===== config.mk =====
export PLATFORM = sky130hd
export DESIGN_NAME = rotozoom_displacement_map
export DESIGN_NICKNAME = d
export VERILOG_FILES = /design/src/sv/rzdm_pkg.sv /design/src/sv/rotozoom_displacement_map.sv /design/src/sv/rzdm_mac.sv /design/src/sv/rzdm_packer.sv
export SDC_FILE = /design/constraint.sdc
export NUM_CORES = 2
export LEC_CHECK = 0
export BUFFER_PORTS_ARGS = -buffer_cell sky130_fd_sc_hd__buf_2
export CAP_MARGIN = 20
export CORE_MARGIN = 2
export CORE_UTILIZATION = 55
export CTS_BUF_LIST = sky130_fd_sc_hd__clkbuf_16
export DETAILED_ROUTE_END_ITERATION = 16
export GPL_TIMING_DRIVEN = 0
export PLACE_DENSITY = 0.72
export SYNTH_ARGS = -nofsm -noshare
export SYNTH_HDL_FRONTEND = slang
export SYNTH_HIERARCHICAL = 1
export SYNTH_SLANG_ARGS = --single-unit
export TNS_END_PERCENT = 5

===== constraint.sdc =====
create_clock -name aclk -period 27.6 [get_ports aclk]
set_input_delay 2.76 -clock aclk [delete_from_list [all_inputs] [get_ports aclk]]
set_output_delay 2.76 -clock aclk [all_outputs]
set_load 0.01 [all_outputs]

===== src/sv/rzdm_pkg.sv =====
// ----------------------------------------------------------------------------
// rzdm_pkg
// Shared constants, types and helpers of the rotozoom displacement map.
// ----------------------------------------------------------------------------
package rzdm_pkg;

    localparam int MAX_SIDE   = 128;
    localparam int SIDE_W     = $clog2(MAX_SIDE + 1);
    localparam int COORD_W    = $clog2(MAX_SIDE);

    localparam int PIXEL_W    = 7;
    localparam int S_TDATA_W  = 16;
    localparam int TRIG_W     = 16;
    localparam int CFG_SIZE_W = 8;
    localparam int CFG_IDX_W  = 3;
    localparam int CFG_DATA_W = 16;

    localparam logic [CFG_IDX_W-1:0] CFG_COSINE = 3'd0;
    localparam logic [CFG_IDX_W-1:0] CFG_SINE   = 3'd1;
    localparam logic [CFG_IDX_W-1:0] CFG_MIRROR = 3'd2;
    localparam logic [CFG_IDX_W-1:0] CFG_ZOOM   = 3'd3;
    localparam logic [CFG_IDX_W-1:0] CFG_WIDTH  = 3'd4;
    localparam logic [CFG_IDX_W-1:0] CFG_HEIGHT = 3'd5;

    localparam logic [TRIG_W-1:0]     RST_COSINE = 16'h7FFF;
    localparam logic [TRIG_W-1:0]     RST_SINE   = 16'h0000;
    localparam logic [TRIG_W-1:0]     RST_ZOOM   = 16'h0040;
    localparam logic [CFG_SIZE_W-1:0] RST_SIDE   = 8'd48;

    localparam int MAC_A_W    = 17;
    localparam int MAC_B_W    = 17;
    localparam int ACC_W      = 34;
    localparam int ROUND_BIAS = 16384;
    localparam int ROT_SHIFT  = 6;
    localparam int ZOOM_SHIFT = 15;
    localparam int CLAMP_W    = ACC_W - ZOOM_SHIFT + 1;

    localparam int DIFF_W     = 16;
    localparam int SLOT_W     = 10;
    localparam int PARTIAL_W  = 20;
    localparam int WORD_W     = 32;
    localparam int SLOT2_LSB  = 22;

    typedef logic [1:0] slot_cnt_t;
    localparam slot_cnt_t SLOT_FIRST  = 2'd0;
    localparam slot_cnt_t SLOT_SECOND = 2'd1;
    localparam slot_cnt_t SLOT_THIRD  = 2'd2;

    typedef struct packed {
        logic              valid;
        logic              last;
        logic [DIFF_W-1:0] diff;
    } pack_req_t;

    function automatic logic [COORD_W-1:0] clamp_coord(
        input logic signed [ACC_W-1:0] prod,
        input logic [SIDE_W-2:0]       half,
        input logic [COORD_W-1:0]      hi
    );
        logic [CLAMP_W-1:0] v;
        logic [COORD_W-1:0] r;
        v = CLAMP_W'(prod >>> ZOOM_SHIFT) + CLAMP_W'(half);
        if (v[CLAMP_W-1]) begin
            r = '0;
        end else if (v > CLAMP_W'(hi)) begin
            r = hi;
        end else begin
            r = v[COORD_W-1:0];
        end
        return r;
    endfunction

endpackage


===== src/sv/rotozoom_displacement_map.sv =====
// ----------------------------------------------------------------------------
// rotozoom_displacement_map
// Rotate-and-zoom source lookup per destination pixel, emitting packed
// 10-bit index differences three to a 32-bit word.
// Sequence: each accepted item makes eight passes through the one shared
// 17x17 multiply-accumulate unit, then a pack step that waits on output
// backpressure; no new item is accepted until the sequencer returns to idle.
// Reset: synchronous, active low; clears the sequencer, packing state and
// output valid, and loads the configuration registers with their defaults.
// ----------------------------------------------------------------------------
module rotozoom_displacement_map (
    input  logic                                aclk,
    input  logic                                aresetn,
    input  logic                                s_tvalid,
    output logic                                s_tready,
    input  logic [rzdm_pkg::S_TDATA_W-1:0]      s_tdata,   // pixel_x, pixel_y
    input  logic                                s_tlast,   // last_pixel
    output logic                                m_tvalid,
    input  logic                                m_tready,
    output logic [rzdm_pkg::WORD_W-1:0]         m_tdata,   // packed_word
    output logic                                m_tlast,   // end_of_map
    output logic                                m_tuser,   // offset_overflow
    input  logic                                cfg_wr_en,
    input  logic [rzdm_pkg::CFG_IDX_W-1:0]      cfg_index,
    input  logic [rzdm_pkg::CFG_DATA_W-1:0]     cfg_wr_data
);
    import rzdm_pkg::*;

    typedef enum logic [9:0] {
        ST_IDLE = 10'b0000000001,
        ST_RX0  = 10'b0000000010,
        ST_RX1  = 10'b0000000100,
        ST_RY0  = 10'b0000001000,
        ST_RY1  = 10'b0000010000,
        ST_ZX   = 10'b0000100000,
        ST_ZY   = 10'b0001000000,
        ST_DST  = 10'b0010000000,
        ST_SRC  = 10'b0100000000,
        ST_PACK = 10'b1000000000
    } state_t;

    state_t state_reg, state_next;

    logic signed [TRIG_W-1:0] cosine_reg;
    logic signed [TRIG_W-1:0] sine_reg;
    logic                     mirror_reg;
    logic signed [TRIG_W-1:0] zoom_reg;
    logic [CFG_SIZE_W-1:0]    width_reg;
    logic [CFG_SIZE_W-1:0]    height_reg;

    logic signed [PIXEL_W-1:0] px_reg;
    logic signed [PIXEL_W-1:0] py_reg;
    logic                      last_reg;
    logic signed [TRIG_W-1:0]  rx_reg;
    logic signed [TRIG_W-1:0]  ry_reg;
    logic [COORD_W-1:0]        sx_reg;
    logic [COORD_W-1:0]        sy_reg;
    logic [DIFF_W-1:0]         dest_reg;

    logic [SIDE_W-1:0]  w_side;
    logic [SIDE_W-1:0]  h_side;
    logic [SIDE_W-2:0]  half_w;
    logic [SIDE_W-2:0]  half_h;
    logic [COORD_W-1:0] hi_w;
    logic [COORD_W-1:0] hi_h;

    logic signed [MAC_B_W-1:0] cos_b;
    logic signed [MAC_B_W-1:0] sn_b;
    logic signed [MAC_B_W-1:0] w_b;
    logic signed [MAC_A_W-1:0] op_a;
    logic signed [MAC_B_W-1:0] op_b;
    logic signed [ACC_W-1:0]   op_c;
    logic signed [ACC_W-1:0]   acc;
    logic                      mac_en;

    pack_req_t pack_req;
    logic      pack_ready;
    logic      s_accept;

    assign w_side = (int'(width_reg) > MAX_SIDE) ? SIDE_W'(MAX_SIDE) : SIDE_W'(width_reg);
    assign h_side = (int'(height_reg) > MAX_SIDE) ? SIDE_W'(MAX_SIDE) : SIDE_W'(height_reg);
    assign half_w = w_side[SIDE_W-1:1];
    assign half_h = h_side[SIDE_W-1:1];
    assign hi_w   = (w_side == '0) ? '0 : COORD_W'(w_side - SIDE_W'(1));
    assign hi_h   = (h_side == '0) ? '0 : COORD_W'(h_side - SIDE_W'(1));

    assign cos_b = MAC_B_W'(cosine_reg);
    assign sn_b  = mirror_reg ? -MAC_B_W'(sine_reg) : MAC_B_W'(sine_reg);
    assign w_b   = MAC_B_W'({1'b0, w_side});

    always_ff @(posedge aclk) begin
        if (!aresetn) begin
            cosine_reg <= RST_COSINE;
            sine_reg   <= RST_SINE;
            mirror_reg <= 1'b0;
            zoom_reg   <= RST_ZOOM;
            width_reg  <= RST_SIDE;
            height_reg <= RST_SIDE;
        end else if (cfg_wr_en) begin
            case (cfg_index)
                CFG_COSINE: cosine_reg <= cfg_wr_data[TRIG_W-1:0];
                CFG_SINE:   sine_reg   <= cfg_wr_data[TRIG_W-1:0];
                CFG_MIRROR: mirror_reg <= cfg_wr_data[0];
                CFG_ZOOM:   zoom_reg   <= cfg_wr_data[TRIG_W-1:0];
                CFG_WIDTH:  width_reg  <= cfg_wr_data[CFG_SIZE_W-1:0];
                CFG_HEIGHT: height_reg <= cfg_wr_data[CFG_SIZE_W-1:0];
                default: ;
            endcase
        end
    end

    assign s_tready = (state_reg == ST_IDLE);
    assign s_accept = s_tvalid && s_tready;

    always_comb begin
        op_a   = '0;
        op_b   = '0;
        op_c   = '0;
        mac_en = 1'b1;
        case (state_reg)
            ST_RX0: begin
                op_a = MAC_A_W'(px_reg);
                op_b = cos_b;
                op_c = ACC_W'(ROUND_BIAS);
            end
            ST_RX1: begin
                op_a = MAC_A_W'(py_reg);
                op_b = -sn_b;
                op_c = acc;
            end
            ST_RY0: begin
                op_a = MAC_A_W'(px_reg);
                op_b = sn_b;
                op_c = ACC_W'(ROUND_BIAS);
            end
            ST_RY1: begin
                op_a = MAC_A_W'(py_reg);
                op_b = cos_b;
                op_c = acc;
            end
            ST_ZX: begin
                op_a = MAC_A_W'(rx_reg);
                op_b = MAC_B_W'(zoom_reg);
            end
            ST_ZY: begin
                op_a = MAC_A_W'(ry_reg);
                op_b = MAC_B_W'(zoom_reg);
            end
            ST_DST: begin
                op_a = MAC_A_W'(py_reg) + MAC_A_W'({1'b0, half_h});
                op_b = w_b;
                op_c = ACC_W'(px_reg) + ACC_W'({1'b0, half_w});
            end
            ST_SRC: begin
                op_a = MAC_A_W'({1'b0, sy_reg});
                op_b = w_b;
                op_c = ACC_W'({1'b0, sx_reg});
            end
            default: mac_en = 1'b0;
        endcase
    end

    rzdm_mac u_mac (
        .aclk (aclk),
        .en   (mac_en),
        .op_a (op_a),
        .op_b (op_b),
        .op_c (op_c),
        .acc  (acc)
    );

    always_comb begin
        state_next = state_reg;
        case (state_reg)
            ST_IDLE: if (s_accept) state_next = ST_RX0;
            ST_RX0:  state_next = ST_RX1;
            ST_RX1:  state_next = ST_RY0;
            ST_RY0:  state_next = ST_RY1;
            ST_RY1:  state_next = ST_ZX;
            ST_ZX:   state_next = ST_ZY;
            ST_ZY:   state_next = ST_DST;
            ST_DST:  state_next = ST_SRC;
            ST_SRC:  state_next = ST_PACK;
            ST_PACK: if (pack_ready) state_next = ST_IDLE;
            default: state_next = ST_IDLE;
        endcase
    end

    always_ff @(posedge aclk) begin
        if (!aresetn) begin
            state_reg <= ST_IDLE;
        end else begin
            state_reg <= state_next;
        end
    end

    always_ff @(posedge aclk) begin
        if (s_accept) begin
            px_reg   <= s_tdata[PIXEL_W-1:0];
            py_reg   <= s_tdata[2*PIXEL_W-1:PIXEL_W];
            last_reg <= s_tlast;
        end
        if (state_reg == ST_RY0) rx_reg   <= acc[TRIG_W+ROT_SHIFT-1:ROT_SHIFT];
        if (state_reg == ST_ZX)  ry_reg   <= acc[TRIG_W+ROT_SHIFT-1:ROT_SHIFT];
        if (state_reg == ST_ZY)  sx_reg   <= clamp_coord(acc, half_w, hi_w);
        if (state_reg == ST_DST) sy_reg   <= clamp_coord(acc, half_h, hi_h);
        if (state_reg == ST_SRC) dest_reg <= acc[DIFF_W-1:0];
    end

    assign pack_req.valid = (state_reg == ST_PACK);
    assign pack_req.last  = last_reg;
    assign pack_req.diff  = dest_reg - acc[DIFF_W-1:0];

    rzdm_packer u_packer (
        .aclk      (aclk),
        .aresetn   (aresetn),
        .req       (pack_req),
        .req_ready (pack_ready),
        .m_tvalid  (m_tvalid),
        .m_tready  (m_tready),
        .m_tdata   (m_tdata),
        .m_tlast   (m_tlast),
        .m_tuser   (m_tuser)
    );

    a_accept_starts: assert property (@(posedge aclk) disable iff (!aresetn)
        s_accept |=> state_reg == ST_RX0)
        else $error("accepted item did not start the sequence");

    a_valid_from_pack: assert property (@(posedge aclk) disable iff (!aresetn)
        $rose(m_tvalid) |-> $past(state_reg == ST_PACK))
        else $error("result appeared outside the pack step");

    a_pack_returns_idle: assert property (@(posedge aclk) disable iff (!aresetn)
        (state_reg == ST_PACK && pack_ready) |=> state_reg == ST_IDLE)
        else $error("sequencer did not return to idle after packing");

endmodule


===== src/sv/rzdm_mac.sv =====
// ----------------------------------------------------------------------------
// rzdm_mac
// Shared signed multiply-accumulate unit with a registered result.
// ----------------------------------------------------------------------------
module rzdm_mac (
    input  logic                                aclk,
    input  logic                                en,
    input  logic signed [rzdm_pkg::MAC_A_W-1:0] op_a,
    input  logic signed [rzdm_pkg::MAC_B_W-1:0] op_b,
    input  logic signed [rzdm_pkg::ACC_W-1:0]   op_c,
    output logic signed [rzdm_pkg::ACC_W-1:0]   acc
);
    import rzdm_pkg::*;

    logic signed [ACC_W-1:0] acc_reg;
    logic signed [ACC_W-1:0] acc_next;

    assign acc_next = op_c + op_a * op_b;

    always_ff @(posedge aclk) begin
        if (en) begin
            acc_reg <= acc_next;
        end
    end

    assign acc = acc_reg;

endmodule


===== src/sv/rzdm_packer.sv =====
// ----------------------------------------------------------------------------
// rzdm_packer
// Gathers three 10-bit differences per word and holds the output register.
// ----------------------------------------------------------------------------
module rzdm_packer (
    input  logic                               aclk,
    input  logic                               aresetn,
    input  rzdm_pkg::pack_req_t                req,
    output logic                               req_ready,
    output logic                               m_tvalid,
    input  logic                               m_tready,
    output logic [rzdm_pkg::WORD_W-1:0]        m_tdata,   // packed_word
    output logic                               m_tlast,   // end_of_map
    output logic                               m_tuser    // offset_overflow
);
    import rzdm_pkg::*;

    logic [PARTIAL_W-1:0] partial_reg, partial_next;
    slot_cnt_t            slot_reg, slot_next;
    logic                 ovf_reg, ovf_next;
    logic                 valid_reg, valid_next;
    logic [WORD_W-1:0]    word_reg, word_next;
    logic                 last_reg, last_next;
    logic                 flag_reg, flag_next;

    logic                 take;
    logic                 ovf_now;
    logic                 ovf_any;
    logic [SLOT_W-1:0]    bits;
    logic [PARTIAL_W-1:0] merged;

    assign req_ready = !valid_reg || m_tready;
    assign take      = req.valid && req_ready;
    assign bits      = req.diff[SLOT_W-1:0];
    assign ovf_now   = !((&req.diff[DIFF_W-1:SLOT_W-1]) || !(|req.diff[DIFF_W-1:SLOT_W-1]));
    assign ovf_any   = ovf_reg || ovf_now;

    always_comb begin
        case (slot_reg)
            SLOT_FIRST:  merged = PARTIAL_W'(bits);
            SLOT_SECOND: merged = {bits, partial_reg[SLOT_W-1:0]};
            default:     merged = partial_reg;
        endcase
    end

    always_comb begin
        partial_next = partial_reg;
        slot_next    = slot_reg;
        ovf_next     = ovf_reg;
        valid_next   = valid_reg && !m_tready;
        word_next    = word_reg;
        last_next    = last_reg;
        flag_next    = flag_reg;
        if (take) begin
            if (slot_reg == SLOT_THIRD || req.last) begin
                valid_next   = 1'b1;
                last_next    = req.last;
                flag_next    = ovf_any;
                partial_next = '0;
                slot_next    = SLOT_FIRST;
                ovf_next     = 1'b0;
                if (slot_reg == SLOT_THIRD) begin
                    word_next = {bits, 2'b00, partial_reg};
                end else begin
                    word_next = WORD_W'(merged);
                end
            end else begin
                partial_next = merged;
                slot_next    = slot_reg + 2'd1;
                ovf_next     = ovf_any;
            end
        end
    end

    always_ff @(posedge aclk) begin
        if (!aresetn) begin
            partial_reg <= '0;
            slot_reg    <= SLOT_FIRST;
            ovf_reg     <= 1'b0;
            valid_reg   <= 1'b0;
        end else begin
            partial_reg <= partial_next;
            slot_reg    <= slot_next;
            ovf_reg     <= ovf_next;
            valid_reg   <= valid_next;
        end
    end

    always_ff @(posedge aclk) begin
        word_reg <= word_next;
        last_reg <= last_next;
        flag_reg <= flag_next;
    end

    assign m_tvalid = valid_reg;
    assign m_tdata  = word_reg;
    assign m_tlast  = last_reg;
    assign m_tuser  = flag_reg;

endmodule


==> metrics.md <==
| Metric | Value |
|---|---|
| Post-CTS setup buffers | `0` |
| Yosys cell types | `87` |
| IO Count | `77` |
| Max reg flops | `34` |
| Lkg Pwr | `13.04 nW` |
| Metal-1 WL | `29.21 mm` |
| Number of global-route vias before repair | `20550` |
| Post-synth top area share | `0.2663` |
| Gr ovfl total | `0` |
| Syn_area_per_cell | `9.513 µm²` |
| Seq/Total Area, Yosys | `0.2427` |
| CTS Root Cell | `clkbuf_16` |
| Drt total wl | `69.56 mm` |
| Least-Margin Pin Slew | `1.140 ns` |
| Post-Syn Area | `0.02586 mm²` |
| Worst path bufs/invs | `8` |
| Main area contributors after synthesis | `fa_1, edfxtp_1, ha_1` |
| Port bufs | `72` |
| Total GRT Usage | `0.2886` |
| Hpwl dp | `56.90 mm` |
| CP Max Fanout | `16` |
| Clock buffer depth | `3` |
| CP Class | `flop to flop` |
| Post-synth EDFFs | `143` |
| Worst hold slack | `0.4690 ns` |
| DP Cell Count | `3410` |
| WP data required | `27.89 ns` |
| # H-tree levels | `1` |
| Drt wl/cell | `20.13 µm` |
| Met2 Wirelength | `34.29 mm` |
| Initial core utilization | `0.5566` |
| Initial drt markers | `1647` |
| Nets | `3381` |
| Setup tns final | `0 ns` |
| Die Span X | `220.8 µm` |
| Largest net degree at the start of global routing | `36` |
| Most used cell, CP | `fa_1` |
| CP delay by family, top | `adder cells` |
| TritonCTS clock tree | `yes` |
| Clock Latency Late Sink | `0.55 ns` |
| Initial antenna violation count | `2` |
| Row cnt | `79` |
| Period Utilization, post-route | `0.3916` |
| DRC errors left | `0` |
| Clock Pin Slew Worst Setup and Hold Paths | `0.07 ns` |
| Layout cell share with drive strength beyond 1 | `0.05622` |
| Die Ht | `220.8 µm` |
| Via/cell ratio | `5.803` |
| Worst VDD drop | `0.05145 mV` |
| Fmax | `92.52 MHz` |
| Final std cells w/o fill | `3455` |
| CTS Hold Bufs | `0` |
| # setup viols final | `0` |
| Status | `finished, final reports clean` |
| Hold Crit Class | `flop to flop` |
| DR vias | `20050` |
| Routed Antenna Nets | `0` |
| Worst Setup End Kind | `flop` |
| Cts bufs inserted | `23` |
| Max-Cap Viols | `0` |
| RSZ-0062 raised after global routing | `false` |
| Max-slew violation count | `0` |
| Sinks on Clock Net | `242` |
| First-pass GRT wire length | `111.4 mm` |
| Post-synthesis cell count | `2718` |
| #FFs+latches synth | `242` |
| Async set-reset flop share out of synthesis | `0` |
| PostCTS Resize Cnt | `0` |
| Crit path DAT | `11.09 ns` |
| Crit path time final | `10.81 ns` |
| Crit-path slowest cell | `fa_1` |
| Synth area leader | `fa_1` |
| Pwr dens | `29.24 mW/mm²` |
| Final Util | `0.6002` |
| Clock skew | `0.01463 ns` |
| CP peak stage delay | `0.78 ns` |
| Drt pass-1 iters | `6` |
| Top Layer Used | `met4` |
| Die area | `0.04876 mm²` |
| Synth warnings | `6` |
| Met3 wire len | `4.627 mm` |
| Routability congestion estimate | `0.9621` |
| Main synth FF type | `edfxtp_1` |
| Relative slew margins | `0.2365` |
| Final hold viol count | `0` |
| Area growth syn-to-layout | `7.834%` |
| Core area | `0.04646 mm²` |
| CP Launch Type | `flop` |
-- cell usage after synthesis (all sizes together), types with 6 or more instances --
library cell  number
buf               11
and2             161
xnor2             65
nor2              77
a21oi             62
a21o              52
o211ai             7
clkbuf            96
nor2b             26
and3               8
nand4b             9
o31ai             18
a22oi             19
a22o              31
a221oi             9
a21boi            46
nand4             24
dfxtp             99
inv              479
ha               167
or4                7
a32o              10
nand2b            25
xor2              47
o21ai             68
a211oi            12
fa               344
o21bai            12
o21a              21
nor3              31
a222oi            11
a221o              9
o221ai            10
nand2            340
nor4b              6
edfxtp           143
nand3             58
or2                6
mux2i             10
or3               12
a31oi              7
-- cell type report --
| cell class | instances | area, µm² |
|---|---|---|
| plain buffers | 107 | 430.4 |
| multi-input cells | 1890 | 17370 |
| well taps | 607 | 759.5 |
| clock buffers | 23 | 575.6 |
| clock inverters | 19 | 176.4 |
| fillers | 3993 | 18570 |
| repair buffers | 85 | 488.0 |
| diodes | 2 | 5.005 |
| flip-flops and latches | 242 | 6276 |
| inverters | 480 | 1802 |
-- cells by family after synthesis --
logic type,count (synthesis),synth area share
AO/OA/AOI/OAI,439,0.1243
XOR/XNOR,112,0.03794
adder cells (fa/ha/maj),511,0.3471
buffers and inverters,587,0.08632
flip-flops,242,0.2427
multiplexers,12,0.004742
other,1,0.0001450
AND/OR/NAND/NOR,814,0.1567
-- worst register-to-register path: cells and delay by family (launching register included) --
kind | cells | cell delay [ns]
buf+inv | 8 | 1.55
flops | 1 | 0.50
simple gates | 5 | 1.35
fa+ha+maj | 8 | 4.19
xor+xnor | 2 | 0.18
compound gates | 10 | 2.77
-- worst paths after layout --
kind         cells after the start       endpoint  slack (ns)     startpoint
min                              2  height_reg[0]        0.47  height_reg[0]
max                             33  u_mac/acc[33]       16.79  height_reg[7]
min reg2reg                      2  height_reg[0]        0.47  height_reg[0]
max reg2reg                     33  u_mac/acc[33]       16.79  height_reg[7]
-- placed cells by master (no fill, tap or decap), types with 47 or more instances in the layout --
master,netlist,layout
o21ai_0,59,55
a21o_1,52,52
buf_2,4,76
dfxtp_1,99,99
ha_1,167,167
and2_1,161,161
xor2_1,47,47
inv_1,477,483
nor2_1,77,77
xnor2_1,65,65
fa_1,344,344
a21oi_1,57,57
nand3_1,58,58
edfxtp_1,143,143
clkbuf_1,95,95
nand2_1,340,340
-- power by group --
group / internal, W / switching [W]
clock network: 0.000181 / 0.000143
registers: 0.000387 / 0.00000635
logic: 0.0000351 / 0.0000629
total: 0.000603 / 0.000212
-- layer usage --
metal,up-vias,global-route usage
met4,0,0.06430
li1,9134,-
met5,-,0
met3,94,0.03771
met1,10140,0.3951
met2,686,0.4918
-- through the flow --
step	cell area, µm²	setup slack (ns)	power, W
after CTS	27870	17.00	0.0008169
after detailed placement	27120	17.09	0.0004971
after global placement	26980	17.03	0.0004936
after global routing	27880	16.25	0.0008410
final	27880	16.79	0.0008152
after floorplan	25860	18.80	0.0004631
(Power assumes the default switching activity.)
